$ cat src/design/vdei_pkg.sv
// Shared types for the vertex dedup indexer: packed vertex word and result.
// No dependencies.
package vdei_pkg;

    localparam int WORD_W   = 32;
    localparam int VERTEX_W = 8 * WORD_W;
    localparam int INDEX_W  = 8;

    // First declared member sits in the highest bits, so pos_x lands in [31:0].
    typedef struct packed {
        logic [WORD_W-1:0] norm_z;
        logic [WORD_W-1:0] norm_y;
        logic [WORD_W-1:0] norm_x;
        logic [WORD_W-1:0] tex_v;
        logic [WORD_W-1:0] tex_u;
        logic [WORD_W-1:0] pos_z;
        logic [WORD_W-1:0] pos_y;
        logic [WORD_W-1:0] pos_x;
    } vertex_t;

    typedef struct packed {
        logic               overflow;
        logic               is_new;
        logic [INDEX_W-1:0] vertex_index;
    } result_t;

endpackage

$ cat src/design/vdei_seq.sv
// Scan sequencer: walks the vertex table one entry a cycle through the shared
// 256-bit comparator, resolves hit, append or overflow. Depends on vdei_pkg.
module vdei_seq #(
    parameter int TABLE_DEPTH = 256,
    localparam int AW = (TABLE_DEPTH > 1) ? $clog2(TABLE_DEPTH) : 1
) (
    input  logic                       clk,
    input  logic                       rst_n,
    // input transaction
    input  logic                       in_valid,
    output logic                       in_ready,
    input  vdei_pkg::vertex_t          in_vertex,
    input  logic                       in_last,
    // table memory
    output logic                       mem_ren,
    output logic [AW-1:0]              mem_raddr,
    input  logic [vdei_pkg::VERTEX_W-1:0] mem_rdata,
    output logic                       mem_wen,
    output logic [AW-1:0]              mem_waddr,
    output logic [vdei_pkg::VERTEX_W-1:0] mem_wdata,
    // result
    output logic                       res_valid,
    input  logic                       res_ready,
    output vdei_pkg::result_t          res
);

    import vdei_pkg::*;

    localparam int CW = $clog2(TABLE_DEPTH + 1);
    localparam int XW = (AW > INDEX_W) ? AW : INDEX_W;

    typedef enum logic [1:0] {
        S_IDLE,
        S_SCAN,
        S_DONE
    } state_t;

    state_t          state_reg;
    vertex_t         vtx_reg;
    logic            last_reg;
    logic [CW-1:0]   count_reg;
    logic [CW-1:0]   rd_idx_reg;
    logic            cmp_valid_reg;
    logic [AW-1:0]   cmp_idx_reg;
    result_t         res_reg;

    logic            issue;
    logic            hit;
    logic            room;

    function automatic logic [INDEX_W-1:0] to_index(input logic [AW-1:0] a);
        logic [XW-1:0] w;
        w = XW'(a);
        return w[INDEX_W-1:0];
    endfunction

    assign issue = (rd_idx_reg < count_reg);
    assign hit   = cmp_valid_reg && (vertex_t'(mem_rdata) == vtx_reg);
    assign room  = (count_reg < CW'(TABLE_DEPTH));

    assign in_ready  = (state_reg == S_IDLE);
    assign res_valid = (state_reg == S_DONE);
    assign res       = res_reg;

    assign mem_ren   = (state_reg == S_SCAN) && issue;
    assign mem_raddr = rd_idx_reg[AW-1:0];
    assign mem_wen   = (state_reg == S_SCAN) && !hit && !issue && room;
    assign mem_waddr = count_reg[AW-1:0];
    assign mem_wdata = vtx_reg;

    always_ff @(posedge clk or negedge rst_n)
    begin
        if (!rst_n)
        begin
            state_reg     <= S_IDLE;
            vtx_reg       <= '0;
            last_reg      <= 1'b0;
            count_reg     <= '0;
            rd_idx_reg    <= '0;
            cmp_valid_reg <= 1'b0;
            cmp_idx_reg   <= '0;
            res_reg       <= '0;
        end
        else
        begin
            unique case (state_reg)
                S_IDLE:
                begin
                    if (in_valid)
                    begin
                        vtx_reg       <= in_vertex;
                        last_reg      <= in_last;
                        rd_idx_reg    <= '0;
                        cmp_valid_reg <= 1'b0;
                        state_reg     <= S_SCAN;
                    end
                end
                S_SCAN:
                begin
                    if (hit)
                    begin
                        res_reg   <= '{overflow: 1'b0, is_new: 1'b0,
                                       vertex_index: to_index(cmp_idx_reg)};
                        if (last_reg)
                        begin
                            count_reg <= '0;
                        end
                        state_reg <= S_DONE;
                    end
                    else if (!issue)
                    begin
                        // every stored entry compared without a match
                        if (room)
                        begin
                            res_reg   <= '{overflow: 1'b0, is_new: 1'b1,
                                           vertex_index: to_index(count_reg[AW-1:0])};
                            count_reg <= last_reg ? '0 : count_reg + 1'b1;
                        end
                        else
                        begin
                            res_reg <= '{overflow: 1'b1, is_new: 1'b0, vertex_index: '0};
                            if (last_reg)
                            begin
                                count_reg <= '0;
                            end
                        end
                        state_reg <= S_DONE;
                    end
                    else
                    begin
                        rd_idx_reg    <= rd_idx_reg + 1'b1;
                        cmp_valid_reg <= 1'b1;
                        cmp_idx_reg   <= rd_idx_reg[AW-1:0];
                    end
                end
                S_DONE:
                begin
                    if (res_ready)
                    begin
                        state_reg <= S_IDLE;
                    end
                end
                default:
                begin
                    state_reg <= S_IDLE;
                end
            endcase
        end
    end

endmodule

$ cat config.mk
export PLATFORM = sky130hd
export DESIGN_NAME = vdei_seq
export DESIGN_NICKNAME = d
export VERILOG_FILES = /design/src/design/vdei_pkg.sv /design/src/design/vdei_seq.sv
export SDC_FILE = /design/constraint.sdc
export NUM_CORES = 1
export LEC_CHECK = 0
export BUFFER_PORTS_ARGS = -buffer_cell sky130_fd_sc_hd__buf_2
export CORE_AREA = 2 2 309 311
export CTS_BUF_LIST = sky130_fd_sc_hd__clkbuf_4 sky130_fd_sc_hd__clkbuf_8
export DETAILED_ROUTE_END_ITERATION = 7
export DIE_AREA = 0 0 311 313
export PLACE_DENSITY = 0.45
export SLEW_MARGIN = 30
export SYNTH_ARGS = -nofsm -noshare
export SYNTH_HDL_FRONTEND = slang
export SYNTH_SLANG_ARGS = --single-unit
$ cat constraint.sdc
create_clock -name clk -period 3.4 [get_ports clk]
set_input_delay 0.34 -clock clk [delete_from_list [all_inputs] [get_ports clk]]
set_output_delay 0.34 -clock clk [all_outputs]
set_load 0.05 [all_outputs]
# After elaboration in Yosys (flattened, before gate mapping)

Cells that the tools add are included.

Bits in registers: 296
Bits in latches: 0
Bits in writable memories: 0
ROM bits: 0
Input bits: 517
Output and inout bits: 286
Logic and storage cells: 66
Memories: 0

$add $sub $neg: 2
$mul: 0
Div/mod/pow operators: 0
$lt $le $gt $ge: 2
Eq/ne operators: 9
Shift operators: 0
Muxes and demuxes: 21
Bitwise operators: 1
Reductions and logical operators: 14

Operator list:

| cell                                               | count |
|---|---|
| == test 256 bit                                    | 1 |
| two-way mux 9 bit                                  | 8 |
| two-way mux 10 bit                                 | 3 |
| adder 9 x 1 -> 9 bit (second input constant)       | 2 |
| case mux 9 bit (2 select lines)                    | 1 |
| less-than comparator 9 bit                         | 1 |
| less-than comparator 9 bit (second input constant) | 1 |
| two-way mux 2 bit                                  | 4 |
| != test 2 bit (second input constant)              | 3 |
| case mux 2 bit (3 select lines)                    | 1 |
| AND reduction 3 bit                                | 2 |
| logical AND 1 bit                                  | 5 |
| != test 2 x 1 -> 1 bit (second input constant)     | 2 |
| AND reduction 2 bit                                | 2 |
| AND reduction 4 bit                                | 1 |
| two-way mux 1 bit                                  | 3 |
| != test 3 bit (second input constant)              | 1 |
| == test 2 x 1 -> 1 bit (second input constant)     | 1 |
| == test 2 bit (second input constant)              | 1 |
| zero test 1 bit                                    | 2 |
| zero test 2 bit                                    | 1 |
| case mux 1 bit (2 select lines)                    | 1 |
| nonzero test 2 bit                                 | 1 |
| NOT 1 bit                                          | 1 |

# Longest topological paths before layout

Depth in word-level cells: 6
Mapped depth: 10
Gate-level depth less buffers: 9

# Least setup slack after synthesis

Ideal clock, no wire load.

Path kind: register to register
Start: register count_reg[8]
End: register cmp_idx_reg[6]
Setup time: 0.127 ns
Arrival: 3.080 ns
Data required time: 3.273 ns
Setup slack: 0.193 ns
Stages on the path, launching flop included: 10
Path buffers: 1
Clock period less this slack: 3.207 ns
Cell sequence: dfrtp_1 > inv_1 > clkbuf_1 > ha_1 > o21a_1 > o31a_1 > a311o_1 > nor2_2 > nand2_1 > mux2_1

Cells in the longest elaborated chain, start to end: 2

Ends and longest elaborated chain:

| what                                 | line            | source |
|---|---|---|
| start: declaration                   | vdei_seq.sv:41  | `logic [CW-1:0] count_reg;` |
| start signal: assignment             | vdei_seq.sv:117 | `count_reg <= last_reg ? '0 : count_reg + 1'b1;` |
| less-than comparator 9 bit           | vdei_seq.sv:57  | `assign issue = (rd_idx_reg < count_reg);` |
| AND reduction 3 bit (no source line) | --              |  |
| end signal: assignment               | vdei_seq.sv:133 | `cmp_idx_reg <= rd_idx_reg[AW-1:0];` |
| end: declaration                     | vdei_seq.sv:44  | `logic [AW-1:0] cmp_idx_reg;` |

No other way between the ends.
A chain may end at the register's enable or synchronous reset.

# Worst setup path in the final report

Start: register vtx_reg, in the netlist mem_wdata[176]
End: output mem_wen

Cells in the longest elaborated chain, start to end: 6

Ends and longest elaborated chain:

| what                           | line           | source |
|---|---|---|
| start: declaration             | vdei_seq.sv:39 | `vertex_t vtx_reg;` |
| start signal: assignment       | vdei_seq.sv:91 | `vtx_reg <= in_vertex;` |
| == test 256 bit                | vdei_seq.sv:58 | `assign hit = cmp_valid_reg && (vertex_t'(mem_rdata) == vtx_reg);` |
| logical AND 1 bit              | vdei_seq.sv:58 |  |
| zero test 1 bit                | vdei_seq.sv:67 | `assign mem_wen = (state_reg == S_SCAN) && !hit && !issue && room;` |
| logical AND 1 bit (3 in a row) | vdei_seq.sv:67 |  |
| end: declaration               | vdei_seq.sv:18 | `output logic mem_wen,` |

No other way between the ends.

==> results.py <==
metrics = {
    "run_status": {
        "outcome": "finished with violations",
        "failed_checks": "setup timing",
    },
    "pwr": {
        "clkPwrFrac_pct": 16.5,
        "swShare_pct": 55.0,
        "power.share.sequential_pct": 27.0,
        "power_leakage_nw": 13.4,
        "share_comb_of_total_power_pct": 56.4,
        "internal_power_mw": 11.6,
        "p_per_area_mw_per_mm2": 994,
        "p_switching_mw": 14.2,
        "max-vdd-ir-drop_uv": 452,
    },
    "timing": {
        "worst_pin_slew_ps": 803,
        "slew_viol_final": 0,
        "fin_skew_ps": 24.7,
        "final-hold-violation-count": 0,
        "fin_ws_ps": -274,
        "post-route-period-util_pct": 108,
        "setup_viol": 1,
        "rsz0062_at_grt": "true",
        "min_period_ps": 3670,
        "max_freq_ghz": 0.272,
        "slew_headroom_pct": 46.3,
    },
    "logic_synthesis": {
        "syn_inst": 1815,
        "synth_top_cell_area_share_pct": 48.2,
        "yosysTopAreaCell": "dfrtp_1",
        "yosys_most_used_dff": "dfrtp_1",
        "synth_edf_count": 0,
        "synth_area_leaders": "dfrtp_1, nand2_1, xnor2_1",
        "synth_seq_area_share_pct": 48.2,
        "netlist_area_sq_mm": 0.0154,
        "yosysWarnings": 0,
        "syn_nets": 2342,
        "synth_area_per_cell_sq_um": 8.47,
        "synth.distinct_cells": 60,
        "ys_ff_latch": 296,
        "synth-async-reset-ratio_pct": 100,
    },
    "min_path": {
        "whs_path_depth": 3,
        "worstHoldEndpoint": "mem_wdata[203]",
        "min_from": "in_vertex[203]",
        "min_path_type": "in -> reg",
    },
    "die": {
        "die_w_microns": 311,
        "row_count": 113,
        "core_area_sq_mm": 0.0942,
        "initial_core_util_pct": 16.3,
        "ioPinCount": 803,
        "die_h_microns": 313,
        "dieArea_sq_mm": 0.0973,
    },
    "placement": {
        "place_area_sq_mm": 0.0217,
        "port_buffers": 802,
        "routabilityCongestion": 0.927,
        "dp_hpwl_mm": 82.9,
        "dp_slack_ps": -251,
    },
    "critical_path": {
        "timing.rr.start": "mem_wdata[176]",
        "critPathCaptureType": "output port",
        "r2r-end": "res[3]",
        "cp.required_ps": 3060,
        "crit_fanout": 3,
        "path_cells": "xor2_1 -> nor4_1 -> nand4_1 -> buf_6 -> nor4_4 -> buf_4 -> and3_4 -> and3_4 -> nor3_4 -> buf_6",
        "cp-start-kind": "flip-flop",
        "crit_type": "reg -> out",
        "ff2ff_setup_slack_ps": 110,
        "slowest_delay_ps": 440,
        "reg2reg_depth": 13,
        "crit_arrival_ps": 3330,
        "slowest_stage": "nor4_1",
    },
    "grt": {
        "grtUsageMet3_pct": 4.90,
        "overflow": 0,
        "grt_util_met2_pct": 35.6,
        "antenna_found_initial": 36,
        "grt_usage_pct": 19.8,
        "busiest_layer": "met2",
        "grt_use_met1_pct": 23.8,
        "grt_max_degree": 78,
        "first_global_vias": 18003,
        "grt_pass1_wl_mm": 138,
    },
    "final_layout": {
        "design_area_sq_mm": 0.0260,
        "largest_reg_flops": 256,
        "finish.utilization_pct": 27.6,
        "areaGrowthSynthToFinish_pct": 69.1,
        "drive_above_1_share_pct": 35.9,
        "layout.nets": 3514,
    },
    "job": {
        "cap_violations": 0,
    },
    "route": {
        "first_iter_violations": 978,
        "drcViolationCount": 0,
        "wl_mm": 99.2,
        "num_vias": 17434,
        "ant_nets": 0,
        "dr.pass1.iters": 7,
        "vias_per_cell": 4.04,
        "post_drt_wl_per_cell_microns": 23.0,
    },
    "clocking": {
        "clockBufferDepth": 3,
        "root_buffer": "clkbuf_8",
        "cts_buffers": 61,
        "h-tree-depth": 2,
        "cts_tree": "yes",
        "cts_sinks": 296,
        "clkTransAtPathRegs_ps": 60,
        "clk_latency_ps": 700,
    },
}
power groups by stage:
stage                     clock, mW  combinational [mW]  sequential (mW)
after detailed placement          0                14.3             7.03
after global placement            0                14.3             7.00
final                          4.27                14.6             6.98
after global routing           4.58                15.5             7.20
after CTS                      4.44                14.8             6.99
after floorplan                   0                4.04             11.6
worst max-delay path by stage:
stage	startpoint	to	slack [ps]	depth (start not counted)
6_report	mem_wdata[176]	mem_wen	-270	10
5_1_grt	mem_wdata[82]	mem_wen	-480	11
4_1_cts	mem_wdata[250]	mem_wen	-450	11
3_5_place_dp	mem_rdata[150]	mem_wen	-250	13
3_3_place_gp	mem_rdata[49]	count_reg[3]	-630	13
2_1_floorplan	count_reg[8]	cmp_idx_reg[6]	190	9
timing repair:
action	4_1_cts	5_1_grt
buffers inserted	6	6
endpoints found under the setup margin	40	19
pin swaps	11	7
resized for setup	34	18
hold endpoints to repair	316	0
hold buffers	257	0
cells in the mapped netlist, types with 5 or more instances:
| library cell | count |
|---|---|
| or4_1 | 5 |
| dfrtp_1 | 296 |
| a2111o_1 | 5 |
| a221oi_1 | 8 |
| o22ai_1 | 18 |
| mux2_2 | 7 |
| xor2_1 | 73 |
| inv_1 | 70 |
| nand4_1 | 70 |
| nand2b_1 | 85 |
| a2111oi_0 | 7 |
| buf_4 | 17 |
| clkbuf_1 | 52 |
| a21oi_1 | 9 |
| nor2_1 | 21 |
| nand2_1 | 752 |
| nor4_1 | 42 |
| buf_1 | 7 |
| nand3_1 | 9 |
| nor3_1 | 10 |
| xnor2_1 | 97 |
| o21ai_0 | 26 |
| o2111ai_1 | 6 |
| ha_1 | 10 |
| nor2b_1 | 36 |
| o211ai_1 | 5 |
| and3_1 | 9 |
| and2_1 | 5 |
cell usage in the layout (no fill, tap or decap), types with 6 or more instances in the layout:
master / n
nand4_1: 70
buf_12: 11
o2111ai_1: 6
xnor2_1: 93
clkbuf_4: 15
o21ai_0: 26
diode_2: 15
buf_4: 116
and3_1: 7
nand3_1: 9
buf_2: 799
nor2b_1: 36
o22ai_1: 18
nand2_1: 749
clkbuf_8: 85
dlygate4sd3_1: 257
nor4_2: 11
xor2_1: 72
ha_1: 10
nor3_1: 8
a21oi_1: 9
nand2b_1: 85
nor2_1: 20
dfrtp_1: 295
mux2_2: 7
inv_1: 70
nor4_1: 27
cell type report:
class	count	area, sq um
Antenna cell	15	37.5
Clock buffer	100	1280
Clock inverter	8	92.6
Fill cell	10401	68200
Inverter	70	263
Multi-Input combinational cell	1370	7610
Sequential cell	296	7410
Tap cell	1265	1580
Timing Repair Buffer	1188	7720
logic make-up after synthesis:
logic type                 share of synthesized area [%]
muxes                                              0.855
and+or+nand+nor                                     30.6
AOI/OAI and AO/OA                                   5.73
DFF                                                 48.2
xor gates and xnor gates                            9.69
adders and majority gates                          0.814
buffers and inverters                               4.12
per-stage QoR:
stage	hold WS [ps]	power (mW)	std cells	setup TNS, ps
2_1_floorplan	44.4	15.6	1815	0
3_3_place_gp	375	21.3	3923	-20240
3_5_place_dp	371	21.3	3923	-5250
4_1_cts	10.9	26.2	4293	-453
5_1_grt	20.7	27.2	4303	-770
6_report	81.1	25.8	4312	-274
routing by layer:
metal / wire (microns) / vias to the layer above
met3: 6210 / 120
met4: 1870 / 24
met1: 40900 / 8325
met2: 50100 / 672
met5: 156 / -
li1: - / 8293
worst max-delay path, delay by kind of cell, from the launching register on:
kind,cells,cell delay (ps)
buffers and inverters,3,550
DFF,1,410
xor gates and xnor gates,1,170
and+or+nand+nor,6,1510
No activity file was read; power rests on OpenSTA's default activity.
